$ cat src/rtl/core/utd_pkg.sv
// package: shared types and constants of the utf-8 to utf-16 decoder
package utd_pkg;

    // sequence decode constants
    localparam logic [7:0]  LEAD2_LO      = 8'hC2;
    localparam logic [7:0]  LEAD2_HI      = 8'hDF;
    localparam logic [7:0]  LEAD2_CHK     = 8'h1E;
    localparam logic [7:0]  CONT_MASK     = 8'hC0;
    localparam logic [7:0]  CONT_TAG      = 8'h80;
    localparam logic [7:0]  BYTE3_BIT     = 8'h20;
    localparam logic [7:0]  BYTE4_BITS    = 8'h30;
    localparam logic [20:0] SUPP_BASE     = 21'h10000;
    localparam logic [20:0] CODE_MAX      = 21'h10FFFF;
    localparam logic [15:0] HI_SURR_BASE  = 16'hD800;
    localparam logic [15:0] LO_SURR_BASE  = 16'hDC00;
    localparam logic [15:0] QMARK_UNIT    = 16'h003F;

    // run queue sizing
    localparam int QUEUE_DEPTH = 4;
    localparam int QUEUE_PTR_W = $clog2(QUEUE_DEPTH);
    localparam int QUEUE_CNT_W = $clog2(QUEUE_DEPTH + 1);

    // what follows the leading replacement marks of a run
    typedef enum logic [1:0] {
        TAIL_NONE  = 2'd0,
        TAIL_UNIT  = 2'd1,
        TAIL_QMARK = 2'd2,
        TAIL_PAIR  = 2'd3
    } tail_kind_t;

    // all units caused by one input byte
    typedef struct packed {
        logic [2:0]  total;     // number of units, 1 to 4
        logic [1:0]  qcount;    // leading replacement marks
        tail_kind_t  tail;
        logic [19:0] tail_val;  // unit value, or code point minus 0x10000 for a pair
    } run_t;

endpackage

$ cat src/rtl/core/utd_if.sv
// interfaces: byte input channel and code unit output channel
interface utd_byte_if;
    logic       valid;
    logic       ready;
    logic [7:0] in_byte;
    logic       end_of_string;

    modport source (output valid, output in_byte, output end_of_string, input ready);
    modport sink   (input valid, input in_byte, input end_of_string, output ready);
endinterface

interface utd_unit_if;
    logic        valid;
    logic        ready;
    logic [15:0] code_unit;
    logic        replaced;
    logic        last_of_run;

    modport source (output valid, output code_unit, output replaced, output last_of_run,
                    input ready);
    modport sink   (input valid, input code_unit, input replaced, input last_of_run,
                    output ready);
endinterface

$ cat src/rtl/core/utf8_to_utf16_decoder_top.sv
// top level: utf-8 byte stream in, utf-16 code units out
//
//   channel  dir  payload                                  transaction
//   bytes    in   in_byte[7:0], end_of_string              one utf-8 byte
//   units    out  code_unit[15:0], replaced, last_of_run   one utf-16 code unit
//
// one byte is taken per cycle while the four-entry run queue has room
// each run of units leaves at one unit per cycle while units is not stalled;
// a byte that gives no unit pushes no run into the queue
// a byte's first unit passes through a queue slot and then the output register
// rst_n is asynchronous, active low, and closes any open sequence
// a stall on units fills the queue and then drops bytes.ready
module utf8_to_utf16_decoder_top
    import utd_pkg::*;
(
    input  logic       clk,
    input  logic       rst_n,
    utd_byte_if.sink   bytes,
    utd_unit_if.source units
);

    logic push;
    run_t push_run;
    logic full;
    logic pop;
    logic head_valid;
    run_t head_run;

    // byte decode
    utd_front u_front (
        .clk      (clk),
        .rst_n    (rst_n),
        .bytes    (bytes),
        .full     (full),
        .push     (push),
        .push_run (push_run)
    );

    // run queue
    utd_queue u_queue (
        .clk        (clk),
        .rst_n      (rst_n),
        .push       (push),
        .push_run   (push_run),
        .full       (full),
        .pop        (pop),
        .head_valid (head_valid),
        .head_run   (head_run)
    );

    // unit emitter
    utd_back u_back (
        .clk        (clk),
        .rst_n      (rst_n),
        .head_valid (head_valid),
        .head_run   (head_run),
        .pop        (pop),
        .units      (units)
    );

endmodule

$ cat src/rtl/core/utd_front.sv
// front end: accepts bytes, tracks the open sequence, builds one run per byte
module utd_front
    import utd_pkg::*;
(
    input  logic       clk,
    input  logic       rst_n,
    utd_byte_if.sink   bytes,
    input  logic       full,
    output logic       push,
    output run_t       push_run
);

    logic [7:0]  lead_byte_reg,    lead_byte_next;
    logic [1:0]  bytes_needed_reg, bytes_needed_next;
    logic [1:0]  bytes_seen_reg,   bytes_seen_next;
    logic [20:0] code_accum_reg,   code_accum_next;

    logic        accept;
    run_t        run;

    // lead byte classification
    logic        is_ascii, is_lead2, is_lead3, is_lead4, is_lead;
    tail_kind_t  lt_kind;
    logic [19:0] lt_val;
    logic        lt_open;
    logic [1:0]  lt_need;
    logic [20:0] lt_acc;

    // continuation checks
    logic        overlong, cont_ok;
    logic [1:0]  seen1;
    logic [20:0] acc_new;
    logic [20:0] supp_off;

    assign accept      = bytes.valid && bytes.ready;
    assign bytes.ready = !full;

    // what the byte does when taken as a lead
    always_comb
    begin
        is_ascii = !bytes.in_byte[7];
        is_lead2 = (bytes.in_byte >= LEAD2_LO) && (bytes.in_byte <= LEAD2_HI);
        is_lead3 = (bytes.in_byte[7:4] == 4'hE);
        is_lead4 = (bytes.in_byte[7:3] == 5'b11110);
        is_lead  = is_lead2 || is_lead3 || is_lead4;
        lt_kind  = TAIL_QMARK;
        lt_val   = {12'd0, bytes.in_byte};
        lt_open  = 1'b0;
        lt_need  = 2'd1;
        lt_acc   = {16'd0, bytes.in_byte[4:0]};
        if (is_lead3)
        begin
            lt_need = 2'd2;
            lt_acc  = {17'd0, bytes.in_byte[3:0]};
        end
        else if (is_lead4)
        begin
            lt_need = 2'd3;
            lt_acc  = {18'd0, bytes.in_byte[2:0]};
        end
        if (is_ascii)
        begin
            lt_kind = TAIL_UNIT;
        end
        else if (is_lead && !bytes.end_of_string)
        begin
            lt_kind = TAIL_NONE;
            lt_open = 1'b1;
        end
    end

    // continuation byte checks, overlong test on byte two only
    always_comb
    begin
        overlong = 1'b0;
        case (bytes_needed_reg)
            2'd1:    overlong = (lead_byte_reg & LEAD2_CHK) == 8'd0;
            2'd2:    overlong = (lead_byte_reg[3:0] == 4'd0) &&
                                ((bytes.in_byte & BYTE3_BIT) == 8'd0);
            2'd3:    overlong = (lead_byte_reg[2:0] == 3'd0) &&
                                ((bytes.in_byte & BYTE4_BITS) == 8'd0);
            default: overlong = 1'b0;
        endcase
        cont_ok  = ((bytes.in_byte & CONT_MASK) == CONT_TAG) &&
                   !((bytes_seen_reg == 2'd0) && overlong);
        seen1    = bytes_seen_reg + 2'd1;
        acc_new  = {code_accum_reg[14:0], bytes.in_byte[5:0]};
        supp_off = acc_new - SUPP_BASE;
    end

    // run and next sequence state
    always_comb
    begin
        lead_byte_next    = lead_byte_reg;
        bytes_needed_next = bytes_needed_reg;
        bytes_seen_next   = bytes_seen_reg;
        code_accum_next   = code_accum_reg;
        run               = '0;
        run.tail          = TAIL_NONE;
        if (bytes_needed_reg == 2'd0 || !cont_ok)
        begin
            // new lead, after marks for a dropped sequence if one was open
            if (bytes_needed_reg != 2'd0)
            begin
                run.qcount = bytes_seen_reg + 2'd1;
            end
            run.tail     = lt_kind;
            run.tail_val = lt_val;
            if (lt_open)
            begin
                lead_byte_next    = bytes.in_byte;
                bytes_needed_next = lt_need;
                bytes_seen_next   = 2'd0;
                code_accum_next   = lt_acc;
            end
            else
            begin
                lead_byte_next    = 8'd0;
                bytes_needed_next = 2'd0;
                bytes_seen_next   = 2'd0;
                code_accum_next   = 21'd0;
            end
        end
        else if (seen1 >= bytes_needed_reg)
        begin
            // sequence complete
            lead_byte_next    = 8'd0;
            bytes_needed_next = 2'd0;
            bytes_seen_next   = 2'd0;
            code_accum_next   = 21'd0;
            if (acc_new < SUPP_BASE)
            begin
                run.tail     = TAIL_UNIT;
                run.tail_val = {4'd0, acc_new[15:0]};
            end
            else if (acc_new <= CODE_MAX)
            begin
                run.tail     = TAIL_PAIR;
                run.tail_val = supp_off[19:0];
            end
            else
            begin
                run.tail = TAIL_QMARK;
            end
        end
        else if (bytes.end_of_string)
        begin
            // string ends inside the sequence
            run.qcount        = seen1 + 2'd1;
            lead_byte_next    = 8'd0;
            bytes_needed_next = 2'd0;
            bytes_seen_next   = 2'd0;
            code_accum_next   = 21'd0;
        end
        else
        begin
            bytes_seen_next = seen1;
            code_accum_next = acc_new;
        end
        case (run.tail)
            TAIL_NONE: run.total = {1'b0, run.qcount};
            TAIL_PAIR: run.total = {1'b0, run.qcount} + 3'd2;
            default:   run.total = {1'b0, run.qcount} + 3'd1;
        endcase
    end

    assign push     = accept && (run.total != 3'd0);
    assign push_run = run;

    // sequence state registers
    always_ff @(posedge clk or negedge rst_n)
    begin
        if (!rst_n)
        begin
            lead_byte_reg    <= 8'd0;
            bytes_needed_reg <= 2'd0;
            bytes_seen_reg   <= 2'd0;
            code_accum_reg   <= 21'd0;
        end
        else if (accept)
        begin
            lead_byte_reg    <= lead_byte_next;
            bytes_needed_reg <= bytes_needed_next;
            bytes_seen_reg   <= bytes_seen_next;
            code_accum_reg   <= code_accum_next;
        end
    end

endmodule

$ cat src/rtl/core/utd_queue.sv
// run queue: short fifo between the front end and the unit emitter
module utd_queue
    import utd_pkg::*;
(
    input  logic clk,
    input  logic rst_n,
    input  logic push,
    input  run_t push_run,
    output logic full,
    input  logic pop,
    output logic head_valid,
    output run_t head_run
);

    run_t                   slot_reg [QUEUE_DEPTH];
    logic [QUEUE_PTR_W-1:0] wr_ptr_reg, wr_ptr_next;
    logic [QUEUE_PTR_W-1:0] rd_ptr_reg, rd_ptr_next;
    logic [QUEUE_CNT_W-1:0] count_reg, count_next;
    logic                   do_pop;

    assign full       = (count_reg == QUEUE_CNT_W'(QUEUE_DEPTH));
    assign head_valid = (count_reg != '0);
    assign head_run   = slot_reg[rd_ptr_reg];
    assign do_pop     = pop && head_valid;

    // pointer and count update
    always_comb
    begin
        wr_ptr_next = wr_ptr_reg;
        rd_ptr_next = rd_ptr_reg;
        count_next  = count_reg;
        if (push)
        begin
            wr_ptr_next = (wr_ptr_reg == QUEUE_PTR_W'(QUEUE_DEPTH - 1)) ? '0
                                                                          : wr_ptr_reg + 1'b1;
        end
        if (do_pop)
        begin
            rd_ptr_next = (rd_ptr_reg == QUEUE_PTR_W'(QUEUE_DEPTH - 1)) ? '0
                                                                          : rd_ptr_reg + 1'b1;
        end
        if (push && !do_pop)
        begin
            count_next = count_reg + 1'b1;
        end
        else if (do_pop && !push)
        begin
            count_next = count_reg - 1'b1;
        end
    end

    always_ff @(posedge clk or negedge rst_n)
    begin
        if (!rst_n)
        begin
            wr_ptr_reg <= '0;
            rd_ptr_reg <= '0;
            count_reg  <= '0;
        end
        else
        begin
            wr_ptr_reg <= wr_ptr_next;
            rd_ptr_reg <= rd_ptr_next;
            count_reg  <= count_next;
        end
    end

    // storage
    always_ff @(posedge clk)
    begin
        if (push)
        begin
            slot_reg[wr_ptr_reg] <= push_run;
        end
    end

endmodule

$ cat src/rtl/core/utd_back.sv
// back end: walks the head run one unit a cycle into the output register while units is not stalled
module utd_back
    import utd_pkg::*;
(
    input  logic       clk,
    input  logic       rst_n,
    input  logic       head_valid,
    input  run_t       head_run,
    output logic       pop,
    utd_unit_if.source units
);

    logic [1:0]  idx_reg, idx_next;
    logic        valid_reg;
    logic [15:0] unit_reg;
    logic        rep_reg;
    logic        last_reg;

    logic        load;
    logic [2:0]  idx_ext;
    logic [2:0]  tail_idx;
    logic [15:0] unit_next;
    logic        rep_next;
    logic        last_next;

    assign load = head_valid && (!valid_reg || units.ready);

    // select the unit at the current position of the run
    always_comb
    begin
        idx_ext   = {1'b0, idx_reg};
        tail_idx  = idx_ext - {1'b0, head_run.qcount};
        unit_next = QMARK_UNIT;
        rep_next  = 1'b1;
        if (idx_ext >= {1'b0, head_run.qcount})
        begin
            case (head_run.tail)
                TAIL_UNIT:
                begin
                    unit_next = head_run.tail_val[15:0];
                    rep_next  = 1'b0;
                end
                TAIL_PAIR:
                begin
                    rep_next = 1'b0;
                    if (tail_idx == 3'd0)
                    begin
                        unit_next = HI_SURR_BASE | {6'd0, head_run.tail_val[19:10]};
                    end
                    else
                    begin
                        unit_next = LO_SURR_BASE | {6'd0, head_run.tail_val[9:0]};
                    end
                end
                default:
                begin
                    unit_next = QMARK_UNIT;
                    rep_next  = 1'b1;
                end
            endcase
        end
        last_next = (idx_ext == head_run.total - 3'd1);
        idx_next  = last_next ? 2'd0 : idx_reg + 2'd1;
    end

    assign pop = load && last_next;

    // position within the head run and output valid
    always_ff @(posedge clk or negedge rst_n)
    begin
        if (!rst_n)
        begin
            idx_reg   <= 2'd0;
            valid_reg <= 1'b0;
        end
        else if (load)
        begin
            idx_reg   <= idx_next;
            valid_reg <= 1'b1;
        end
        else if (units.ready)
        begin
            valid_reg <= 1'b0;
        end
    end

    // output payload
    always_ff @(posedge clk)
    begin
        if (load)
        begin
            unit_reg <= unit_next;
            rep_reg  <= rep_next;
            last_reg <= last_next;
        end
    end

    assign units.valid       = valid_reg;
    assign units.code_unit   = unit_reg;
    assign units.replaced    = rep_reg;
    assign units.last_of_run = last_reg;

endmodule

$ cat src/flat_wrapper.sv
// flat-port wrapper written by rule: the top's interface ports become plain ports
module utf8_to_utf16_decoder_top_flat import utd_pkg::*;
  (clk, rst_n, bytes_valid, bytes_in_byte, bytes_end_of_string, bytes_ready, units_valid, units_code_unit, units_replaced, units_last_of_run, units_ready);
  utd_byte_if bytes_i ();
  utd_unit_if units_i ();
  input  logic clk;
  input  logic rst_n;
  input wire logic [$bits(bytes_i.valid)-1:0] bytes_valid;
  input wire logic [$bits(bytes_i.in_byte)-1:0] bytes_in_byte;
  input wire logic [$bits(bytes_i.end_of_string)-1:0] bytes_end_of_string;
  output wire logic [$bits(bytes_i.ready)-1:0] bytes_ready;
  output wire logic [$bits(units_i.valid)-1:0] units_valid;
  output wire logic [$bits(units_i.code_unit)-1:0] units_code_unit;
  output wire logic [$bits(units_i.replaced)-1:0] units_replaced;
  output wire logic [$bits(units_i.last_of_run)-1:0] units_last_of_run;
  input wire logic [$bits(units_i.ready)-1:0] units_ready;
  assign bytes_i.valid = bytes_valid;
  assign bytes_i.in_byte = bytes_in_byte;
  assign bytes_i.end_of_string = bytes_end_of_string;
  assign bytes_ready = bytes_i.ready;
  assign units_valid = units_i.valid;
  assign units_code_unit = units_i.code_unit;
  assign units_replaced = units_i.replaced;
  assign units_last_of_run = units_i.last_of_run;
  assign units_i.ready = units_ready;
  utf8_to_utf16_decoder_top u_core (.clk(clk), .rst_n(rst_n), .bytes(bytes_i), .units(units_i));
endmodule
$ cat config.mk
export PLATFORM = sky130hd
export DESIGN_NAME = utf8_to_utf16_decoder_top_flat
export DESIGN_NICKNAME = d
export VERILOG_FILES = /design/src/rtl/core/utd_pkg.sv /design/src/rtl/core/utd_if.sv /design/src/rtl/core/utf8_to_utf16_decoder_top.sv /design/src/rtl/core/utd_front.sv /design/src/rtl/core/utd_queue.sv /design/src/rtl/core/utd_back.sv /design/src/flat_wrapper.sv
export SDC_FILE = /design/constraint.sdc
export NUM_CORES = 1
export LEC_CHECK = 0
export BUFFER_PORTS_ARGS = -buffer_cell sky130_fd_sc_hd__buf_2
export CAP_MARGIN = 20
export CELL_PAD_IN_SITES_DETAIL_PLACEMENT = 0
export CELL_PAD_IN_SITES_GLOBAL_PLACEMENT = 1
export CORE_MARGIN = 2
export CORE_UTILIZATION = 55
export DETAILED_ROUTE_END_ITERATION = 6
export PLACE_DENSITY = 0.85
export SYNTH_ARGS = -nofsm -noshare
export SYNTH_HDL_FRONTEND = slang
export SYNTH_SLANG_ARGS = --single-unit
$ cat constraint.sdc
create_clock -name clk -period 10.42 [get_ports clk]
set_input_delay 1.563 -clock clk [delete_from_list [all_inputs] [get_ports clk]]
set_output_delay 1.563 -clock clk [all_outputs]
set_load 0.05 [all_outputs]
* After elaboration in Yosys (flattened, before gate mapping) *
Memories as Yosys holds them, arrays and structs flattened.
Index checks and enable logic that the tools add are counted.

storage, ports and cells
  RAM bits = 108
  word-level logic and storage cells = 130
  memories kept = 1
  bits in registers = 52
  output and inout bits = 20
  input port bits = 13

cells by class
  reductions and logical operators = 41
  magnitude comparators = 6
  eq/ne operators = 13
  $add $sub $neg = 12
  multiplexer cells = 45

memories
  name                     words  width  rd ports  clocked after Yosys merged registers in  write ports  line             text
  u_core.u_queue.slot_reg  4      27     1         0                                        1            utd_queue.sv:15  run_t slot_reg [QUEUE_DEPTH];

operator list
  cell                    count
  $mux 15                 4
  $mux 22                 2
  $mux 2                  17
  $pmux 16 s2             1
  $mux 5                  6
  $logic_not 8->1         3
  $mux 24                 1
  $le 21x21->1 const B    1
  $lt 21x17->1 const B    1
  $mux 20                 1
  $sub 20x17->20 const B  1
  $eq 2x2->1 const B      7
  $logic_and 1x1->1       13
  $mux 11                 1
  $add 2x1->2 const B     5
  $reduce_bool 3->1       3
  $ge 8x8->1 const B      1
  $le 8x8->1 const B      1
  $mux 1                  8
  $logic_not 1->1         7
  $logic_not 2->1         3
  $logic_not 3->1         2
  $mux 3                  2
  $pmux 3 s2              1
  17 further kinds        25

* Depth between registers and ports, before layout *
Gate-level depths: netlist of the first run.

  depth in word-level cells = 17
  gate-level depth with buffers = 18
  mapped depth without buffers = 18

* By module *
Synthesis of the first run repeated with hierarchy kept, for this count alone.

unflattened totals
  cells, all modules = 444
  area total of the unflattened synthesis = 6899.1 µm²

by module, submodules not included
  module     area each (µm²)  cells each  seq. area each (µm²)  instances
  utd_queue  4329.2           178         3418.3                1
  utd_front  1534.0           173         600.6                 1
  utd_back   1036.0           93          615.6                 1

* Least setup slack after synthesis of the first run *
No wires, ideal clock.

  path type = input -> register
  start = input port bytes_in_byte[4]
  end = memory u_core.u_queue.slot_reg[0][0] in the netlist's numbering, enable pin
  required time = 10.006 ns
  library setup time = 0.414 ns
  stages on the path = 11
  path slack = 5.430 ns
  buffers on the path = 2
  data arrival time = 4.576 ns
  cells stage by stage = buf_6 > a211oi_1 > a21oi_1 > o21ai_2 > buf_6 > mux2i_1 > ha_1 > nor2_1 > a21oi_1 > mux2i_4 > nor2b_1

RTL lines
  what                line               text
  start: declaration  flat_wrapper.sv:9  input wire logic [$bits(bytes_i.in_byte)-1:0] bytes_in_byte;
  end: declaration    utd_queue.sv:15

==> results of run 1 <==
[stage by stage]
stage	total power [mW]	cell area, um^2	utilization	worst slack (ps)	cells
2_1_floorplan	1.46	6830	-	5430	439
3_3_place_gp	1.60	7160	0.594	5460	629
3_5_place_dp	1.62	7160	0.594	5330	629
4_1_cts	2.26	7770	0.644	5700	661
5_1_grt	2.35	7780	0.645	5310	662
6_report	2.24	7780	0.645	5680	662
[critical path, stage by stage]
cell      delay [ps]
buf_2            140
a211oi_1         240
a21oi_1          110
o21ai_2          460
mux2i_1          580
ha_1             340
nor2_1           100
a21oi_1           90
mux2i_4          330
inv_1             90
ha_1             220
inv_1             80
fa_1             400
mux2_2           280
[layout by cell type, fill, tap and decap left out, types with 2 or more instances in the layout]
master / instances
a211oi_1: 4
a21o_1: 6
a21oi_1: 8
a21oi_2: 2
a22o_1: 16
and2_1: 8
and3_1: 3
buf_2: 32
buf_4: 6
bufinv_16: 3
clkbuf_1: 5
clkbuf_16: 17
clkbuf_8: 4
clkinv_2: 3
dfrtp_1: 33
edfxtp_1: 126
ha_1: 14
inv_1: 16
mux2_2: 3
mux2_4: 2
mux2i_1: 6
mux4_2: 26
nand2_1: 43
nand2b_1: 6
nand3_1: 13
nand4_1: 3
nor2_1: 25
nor2b_1: 7
nor2b_2: 3
nor3_1: 6
nor4_1: 2
o21ai_0: 13
xnor2_1: 6
xor2_1: 3
[synthesized netlist by cell type, types with 2 or more instances]
master,instances
nor3_1,6
edfxtp_1,126
and2_1,8
and3_1,3
mux2_2,3
a21o_1,6
nor2b_1,10
buf_2,6
mux4_2,26
a21oi_1,9
dfrtp_1,34
mux2i_1,6
ha_1,14
clkbuf_1,7
nor4_1,2
a22o_1,16
nand2_1,43
a211oi_1,4
mux2_4,2
nor2_1,25
xnor2_1,6
nand2b_1,6
nand4_1,3
nand3_1,13
inv_1,16
xor2_1,3
o21ai_0,13
buf_6,3
[worst min path at each step]
stage / from / end / slack [ps] / depth (start not counted)
3_3_place_gp: u_core.u_front.lead_byte_reg[1] / u_core.u_front.lead_byte_reg[1] / 470 / 2
6_report: u_core.u_front.lead_byte_reg[4] / u_core.u_front.lead_byte_reg[4] / 490 / 2
5_1_grt: u_core.u_queue.count_reg[2] / u_core.u_queue.count_reg[2] / 530 / 1
3_5_place_dp: u_core.u_front.lead_byte_reg[4] / u_core.u_front.lead_byte_reg[4] / 470 / 2
4_1_cts: u_core.u_front.lead_byte_reg[4] / u_core.u_front.lead_byte_reg[4] / 490 / 2
2_1_floorplan: u_core.u_front.lead_byte_reg[1] / u_core.u_front.lead_byte_reg[1] / 450 / 2
[routing by layer]
layer,routed length [um],global-route usage,vias to the layer above
li1,-,-,1754
met1,5520,0.294,1880
met2,6320,0.333,127
met3,764,0.0474,14
met4,195,0.0892,0
met5,0,0,-
[kinds of logic (layout without fill, tap and decap cells)]
logic type / after synthesis / after routing / synth area share
flip-flops: 160 / 160 / 0.679
AND/OR/NAND/NOR: 127 / 127 / 0.0915
AO/OA/AOI/OAI: 58 / 58 / 0.0601
multiplexers: 38 / 38 / 0.107
buffers and inverters: 32 / 87 / 0.0220
adder cells (fa/ha/maj): 15 / 15 / 0.0286
XOR/XNOR: 9 / 9 / 0.0115
[cell type report]
type,instances,area share
repair buffers,39,0.0283
clock inverters,6,0.0135
clock buffers,26,0.0641
well taps,168,0.0270
multi-input cells,247,0.264
inverters,16,0.00772
flip-flops and latches,160,0.596
[report_power, final]
part | internal [mW] | switching, mW | leakage, nW
clock network | 0.401 | 0.232 | 0.298
logic | 0.253 | 0.437 | 0.999
registers | 0.857 | 0.0570 | 1.62
==> flow_metrics.py, run 1 <==
metrics = {
    "outcome": {
        "outcome": "finished, final reports clean",
    },
    "layout": {
        "multi_input_area_um2": 2050,
        "regArea_um2": 4640,
        "drive_gt1_frac": 0.223,
        "num_antenna_cells": 0,
        "fillCellCount": 861,
        "area_growth_pct": 14.0,
        "nets": 509,
        "largest_reg_flops": 108,
    },
    "sta": {
        "period_share": 0.455,
        "setup_viol": 0,
        "setup_tns_ps": 0,
        "timing.fmax_ghz": 0.211,
        "report.final.slew_viol_count": 0,
        "max_slew_margin": 0.443,
        "hold_violations": 0,
        "grt_setup_unrepaired": "false",
        "clock_skew_ps": 9.28,
        "fin_crit_ps": 4740,
        "fin_hold_ws_ps": 485,
        "tightest_slew_ps": 833,
    },
    "job": {
        "drv_cap": 0,
    },
    "critical_path": {
        "r2r-end": "u_core.u_queue.count_reg[1]",
        "crit_type": "input port to flop",
        "endpoint_kind": "flop",
        "reg2regPathDepth": 15,
        "r2r_start": "u_core.u_front.bytes_seen_reg[0]",
        "startpoint": "bytes_in_byte[4]",
        "worst_ep_required_time_ps": 10720,
        "endpoint": "u_core.u_queue.count_reg[1]",
        "critical_path_arrival_ps": 5050,
        "worst-path-max-fanout": 12,
        "rrSetupSlack_ps": 6010,
        "critPathLaunchType": "input port",
    },
    "die": {
        "fp-row-count": 40,
        "die_h_um": 115,
        "coreArea_um2": 12100,
        "dieArea_um2": 13300,
        "start_util": 0.566,
        "die_width_um": 115,
        "io_pins": 33,
    },
    "clock_tree": {
        "holdBufCountCts": 0,
        "cts_tree": "yes",
        "cts.clk_slew.worst_paths_ps": 60,
        "clock-sinks": 160,
        "cts-htree-levels": 4,
        "numCtsBuffers": 17,
        "clkLatencyLatePin_ps": 420,
        "post_cts_buffers": 0,
        "cts-root-buf": "clkbuf_16",
        "cts_resized": 0,
        "clk_path_buf_depth": 2,
    },
    "logic_synthesis": {
        "synth_nets": 467,
        "synth_largest_area_cell": "edfxtp_1",
        "ys_ff_latch": 160,
        "seq_area_frac_synth": 0.679,
        "synth_edf_count": 126,
        "avgSynthCellArea_um2": 15.5,
        "syn_area_um2": 6830,
        "netlist-cell-type-count": 48,
        "synth_top_area_frac": 0.554,
        "synthFlopType": "edfxtp_1",
        "yosys-top-cells-area": "edfxtp_1, dfrtp_1, mux4_2",
        "async_flop_share": 0.213,
        "synth_warnings": 0,
        "syn_inst": 439,
    },
    "global_routing": {
        "grt_pass1_wl_um": 20700,
        "grt_pass1_vias": 3837,
        "grt_antenna_before_repair": 0,
        "grt_max_degree": 35,
        "gr-total-overflow": 0,
        "grt_usage": 0.213,
    },
    "power": {
        "p_leak_nw": 2.92,
        "p_per_area_nw_per_um2": 288,
        "ir_drop_v": 0.0000890,
    },
    "placement": {
        "port-buffer-count": 32,
        "hpwlAfterDp_um": 8220,
        "place.gp.congestion": 0.804,
    },
    "route": {
        "viasPerCell": 5.70,
        "vias": 3775,
        "drt_wl_total_um": 12800,
        "drc": 0,
        "drt_iter0_markers": 316,
        "avgRoutedWirePerCell_um": 19.3,
        "antenna_left": 0,
        "firstDrtPassIters": 4,
    },
    "min_path": {
        "hp-class": "flop to flop",
    },
}
No activity file was read; power rests on OpenSTA's default activity.
==> run 2, diff against run 1 <==
--- a/config.mk
+++ b/config.mk
@@ -5,14 +5,15 @@
 export SDC_FILE = /design/constraint.sdc
 export NUM_CORES = 1
 export LEC_CHECK = 0
+export ABC_AREA = 1
 export BUFFER_PORTS_ARGS = -buffer_cell sky130_fd_sc_hd__buf_2
 export CAP_MARGIN = 20
 export CELL_PAD_IN_SITES_DETAIL_PLACEMENT = 0
 export CELL_PAD_IN_SITES_GLOBAL_PLACEMENT = 1
 export CORE_MARGIN = 2
-export CORE_UTILIZATION = 55
+export CORE_UTILIZATION = 49
 export DETAILED_ROUTE_END_ITERATION = 6
-export PLACE_DENSITY = 0.85
+export PLACE_DENSITY = 0.81
 export SYNTH_ARGS = -nofsm -noshare
 export SYNTH_HDL_FRONTEND = slang
 export SYNTH_SLANG_ARGS = --single-unit
==> constraint.sdc (replaced) <==
create_clock -name clk -period 4.8 [get_ports clk]
set_input_delay 0.72 -clock clk [delete_from_list [all_inputs] [get_ports clk]]
set_output_delay 0.72 -clock clk [all_outputs]
set_load 0.05 [all_outputs]
==> run 2 against run 1 <==
  * Power up 120%
  * Sequential share of layout area fell by 1.7 points
  * Combinational power increased to 2.5 times the previous value
  * Largest cell class unchanged
  * Largest power group unchanged
  * Highest routed layer unchanged
==> flow_metrics.py, run 2 <==
metrics = {
    "outcome": {
        "outcome": "finished, final reports clean",
    },
    "layout": {
        "drive_gt1_frac": 0.160,
        "area_growth_pct": 12.5,
        "final_common_cell": "edfxtp_1",
        "nets": 710,
        "num_antenna_cells": 0,
        "largest_reg_flops": 108,
        "mostFrequentLayoutCells": "edfxtp_1, nand2_1, inv_1",
        "fillCellCount": 1226,
    },
    "sta": {
        "report.final.slew_viol_count": 0,
        "tightest_slew_ps": 890,
        "period_share": 0.805,
        "setup_tns_ps": 0,
        "setup_viol": 0,
        "clock_skew_ps": 6.50,
        "grt_setup_unrepaired": "false",
        "fin_crit_ps": 3860,
        "max_slew_margin": 0.403,
        "timing.fmax_ghz": 0.259,
        "hold_violations": 0,
    },
    "route": {
        "viasPerCell": 5.45,
        "avgRoutedWirePerCell_um": 16.8,
        "drt_wl_total_um": 14800,
        "drt_iter0_markers": 445,
        "firstDrtPassIters": 5,
        "drc": 0,
        "antenna_left": 0,
        "vias": 4790,
    },
    "critical_path": {
        "critPathLaunchType": "flop",
        "cp_num_buf_inv": 4,
        "crit_cells": 19,
        "worst_ep_required_time_ps": 5100,
        "endpoint": "u_core.u_queue.count_reg[2]",
        "cp_cell_sequence": "inv_1, ha_1, ha_1, o21ai_2, nand4_1, o21ai_0, ha_1, inv_1, nor2_2, nor2_2, nand2_2, nand2_4, inv_1, ha_1, inv_1, fa_1, a21oi_1, o21ai_0, xnor2_1",
        "crit_type": "flop to flop",
        "worst-path-max-fanout": 7,
        "startpoint": "u_core.u_front.bytes_seen_reg[0]",
        "r2r_start": "u_core.u_front.bytes_seen_reg[0]",
        "endpoint_kind": "flop",
        "reg2regPathDepth": 19,
        "r2r-end": "u_core.u_queue.count_reg[2]",
        "slowest_delay_ps": 510,
        "path_delay_family": "adder cells",
        "critical_path_arrival_ps": 4170,
        "rrSetupSlack_ps": 940,
        "cp_slowest_cell": "o21ai_0",
    },
    "die": {
        "dieArea_um2": 15500,
        "start_util": 0.495,
        "fp-row-count": 44,
        "io_pins": 33,
        "coreArea_um2": 14400,
        "die_h_um": 125,
        "die_width_um": 125,
    },
    "power": {
        "p_per_area_nw_per_um2": 611,
        "internal-power_mw": 3.01,
        "swShare": 0.384,
        "ir_drop_v": 0.000227,
        "p_leak_nw": 3.18,
        "p_sw_mw": 1.88,
        "seq_power_share": 0.397,
        "p_comb_frac": 0.357,
        "power_frac_clock": 0.245,
        "fin_total_pwr_mw": 4.89,
    },
    "logic_synthesis": {
        "synth_fa_ha_area_frac": 0.0274,
        "synth_top_area_frac": 0.532,
        "synth_edf_count": 126,
        "yosys-top-cells-area": "edfxtp_1, dfrtp_1, nand2_1",
        "async_flop_share": 0.213,
        "synth_largest_area_cell": "edfxtp_1",
        "syn_area_um2": 7120,
        "synth_compound_area_frac": 0.0983,
        "netlist-cell-type-count": 44,
        "avgSynthCellArea_um2": 11.0,
        "synthFlopType": "edfxtp_1",
        "ys_ff_latch": 160,
        "seq_area_frac_synth": 0.651,
        "synth_warnings": 0,
        "yosys.area_share.simple": 0.159,
        "synth_top_family_by_area": "simple AND/OR/NAND/NOR gates",
        "synth_nets": 673,
        "synth_mux_area_frac": 0,
        "syn_inst": 645,
        "yosys.area_share.xor_xnor": 0.00985,
        "synth_common_cells": "edfxtp_1, nand2_1, inv_1, nor2_1, o21ai_0",
        "synth.most_common_cell": "edfxtp_1",
    },
    "clock_tree": {
        "cts_tree": "yes",
        "cts-root-buf": "clkbuf_16",
        "clock-sinks": 160,
        "cts-htree-levels": 4,
        "holdBufCountCts": 0,
        "clk_path_buf_depth": 2,
        "post_cts_buffers": 0,
        "clkLatencyLatePin_ps": 420,
        "cts_resized": 0,
        "cts.clk_slew.worst_paths_ps": 60,
        "numCtsBuffers": 17,
    },
    "global_routing": {
        "grt_pass1_vias": 4696,
        "grt_pass1_wl_um": 24300,
        "grt_antenna_before_repair": 0,
        "grt_usage": 0.203,
        "grt_max_degree": 46,
        "gr-total-overflow": 0,
    },
    "placement": {
        "port-buffer-count": 32,
        "hpwlAfterDp_um": 9750,
        "place.gp.congestion": 0.801,
    },
    "job": {
        "drv_cap": 0,
    },
    "min_path": {
        "hp-class": "input port to async pin",
    },
}
run 2: cell count changes in the layout (fill, tap and decap cells not counted), moves of 11 or more:
cell	change
a21oi_1	+27
a22o_1	-16
a32o_1	+11
inv_1	+55
mux4_2	-26
nand2_1	+77
nand2_2	+11
nand3_1	+20
nor2_1	+33
o21ai_0	+24
o22ai_1	+14
run 2: metal layers:
metal	global-route usage	part of all wire	up-vias
met5	0	0	-
met4	0.0707	0.019	0
met3	0.0425	0.046	24
met2	0.324	0.47	135
met1	0.278	0.47	2338
li1	-	-	2293
run 2: power by group through the flow:
stage | logic (mW) | registers, mW | clock network, mW
after CTS | 1.76 | 1.95 | 1.22
after floorplan | 1.08 | 2.19 | 0
after global routing | 1.95 | 1.97 | 1.28
after global placement | 1.72 | 1.97 | 0
final | 1.75 | 1.94 | 1.20
after detailed placement | 1.75 | 1.97 | 0
run 2: area by class of cell:
class	count	area (um^2)	share of cell area
Timing Repair Buffer	40	220	0.0275
Clock buffer	18	439	0.0549
Clock inverter	14	93.8	0.0117
Inverter	77	294	0.0367
Sequential cell	160	4630	0.579
Multi-Input combinational cell	386	2090	0.261
Tap cell	184	230	0.0288
run 2: kinds of logic (layout without fill, tap and decap cells):
kind of cell / count (synthesis) / in the layout
AO/OA/AOI/OAI: 115 / 115
flip-flops: 160 / 160
AND/OR/NAND/NOR: 248 / 248
buffers and inverters: 99 / 149
adder cells (fa/ha/maj): 15 / 15
XOR/XNOR: 8 / 8
run 2: through the flow:
stage / setup slack (ps) / cells / instance area, um^2 / hold slack, ps / util
floorplan: 1330 / 645 / 7120 / 424 / -
global placement: 1120 / 847 / 7470 / 467 / 0.520
detailed placement: 991 / 847 / 7470 / 469 / 0.520
CTS: 980 / 879 / 8010 / 408 / 0.557
global route: 650 / 879 / 8010 / 448 / 0.557
finish: 935 / 879 / 8010 / 387 / 0.557
run 2: how the worst min path moves through the flow:
stage	startpoint	endpoint	slack [ps]	cells after the start
2_1_floorplan	rst_n	u_core.u_back.idx_reg[0]	420	0
3_3_place_gp	u_core.u_front.lead_byte_reg[1]	u_core.u_front.lead_byte_reg[1]	470	2
3_5_place_dp	u_core.u_front.lead_byte_reg[1]	u_core.u_front.lead_byte_reg[1]	470	2
4_1_cts	rst_n	u_core.u_queue.count_reg[0]	410	1
5_1_grt	rst_n	u_core.u_queue.count_reg[1]	450	1
6_report	rst_n	u_core.u_queue.count_reg[0]	390	1
run 2: worst reg2reg max path: cells and delay by family, from the launching register on:
kind                     cells  cell delay [ps]
XOR/XNOR                     1              130
AND/OR/NAND/NOR              5              550
buffers and inverters        4              320
AO/OA/AOI/OAI                4              830
adder cells (fa/ha/maj)      5             1510
flip-flops                   1              430
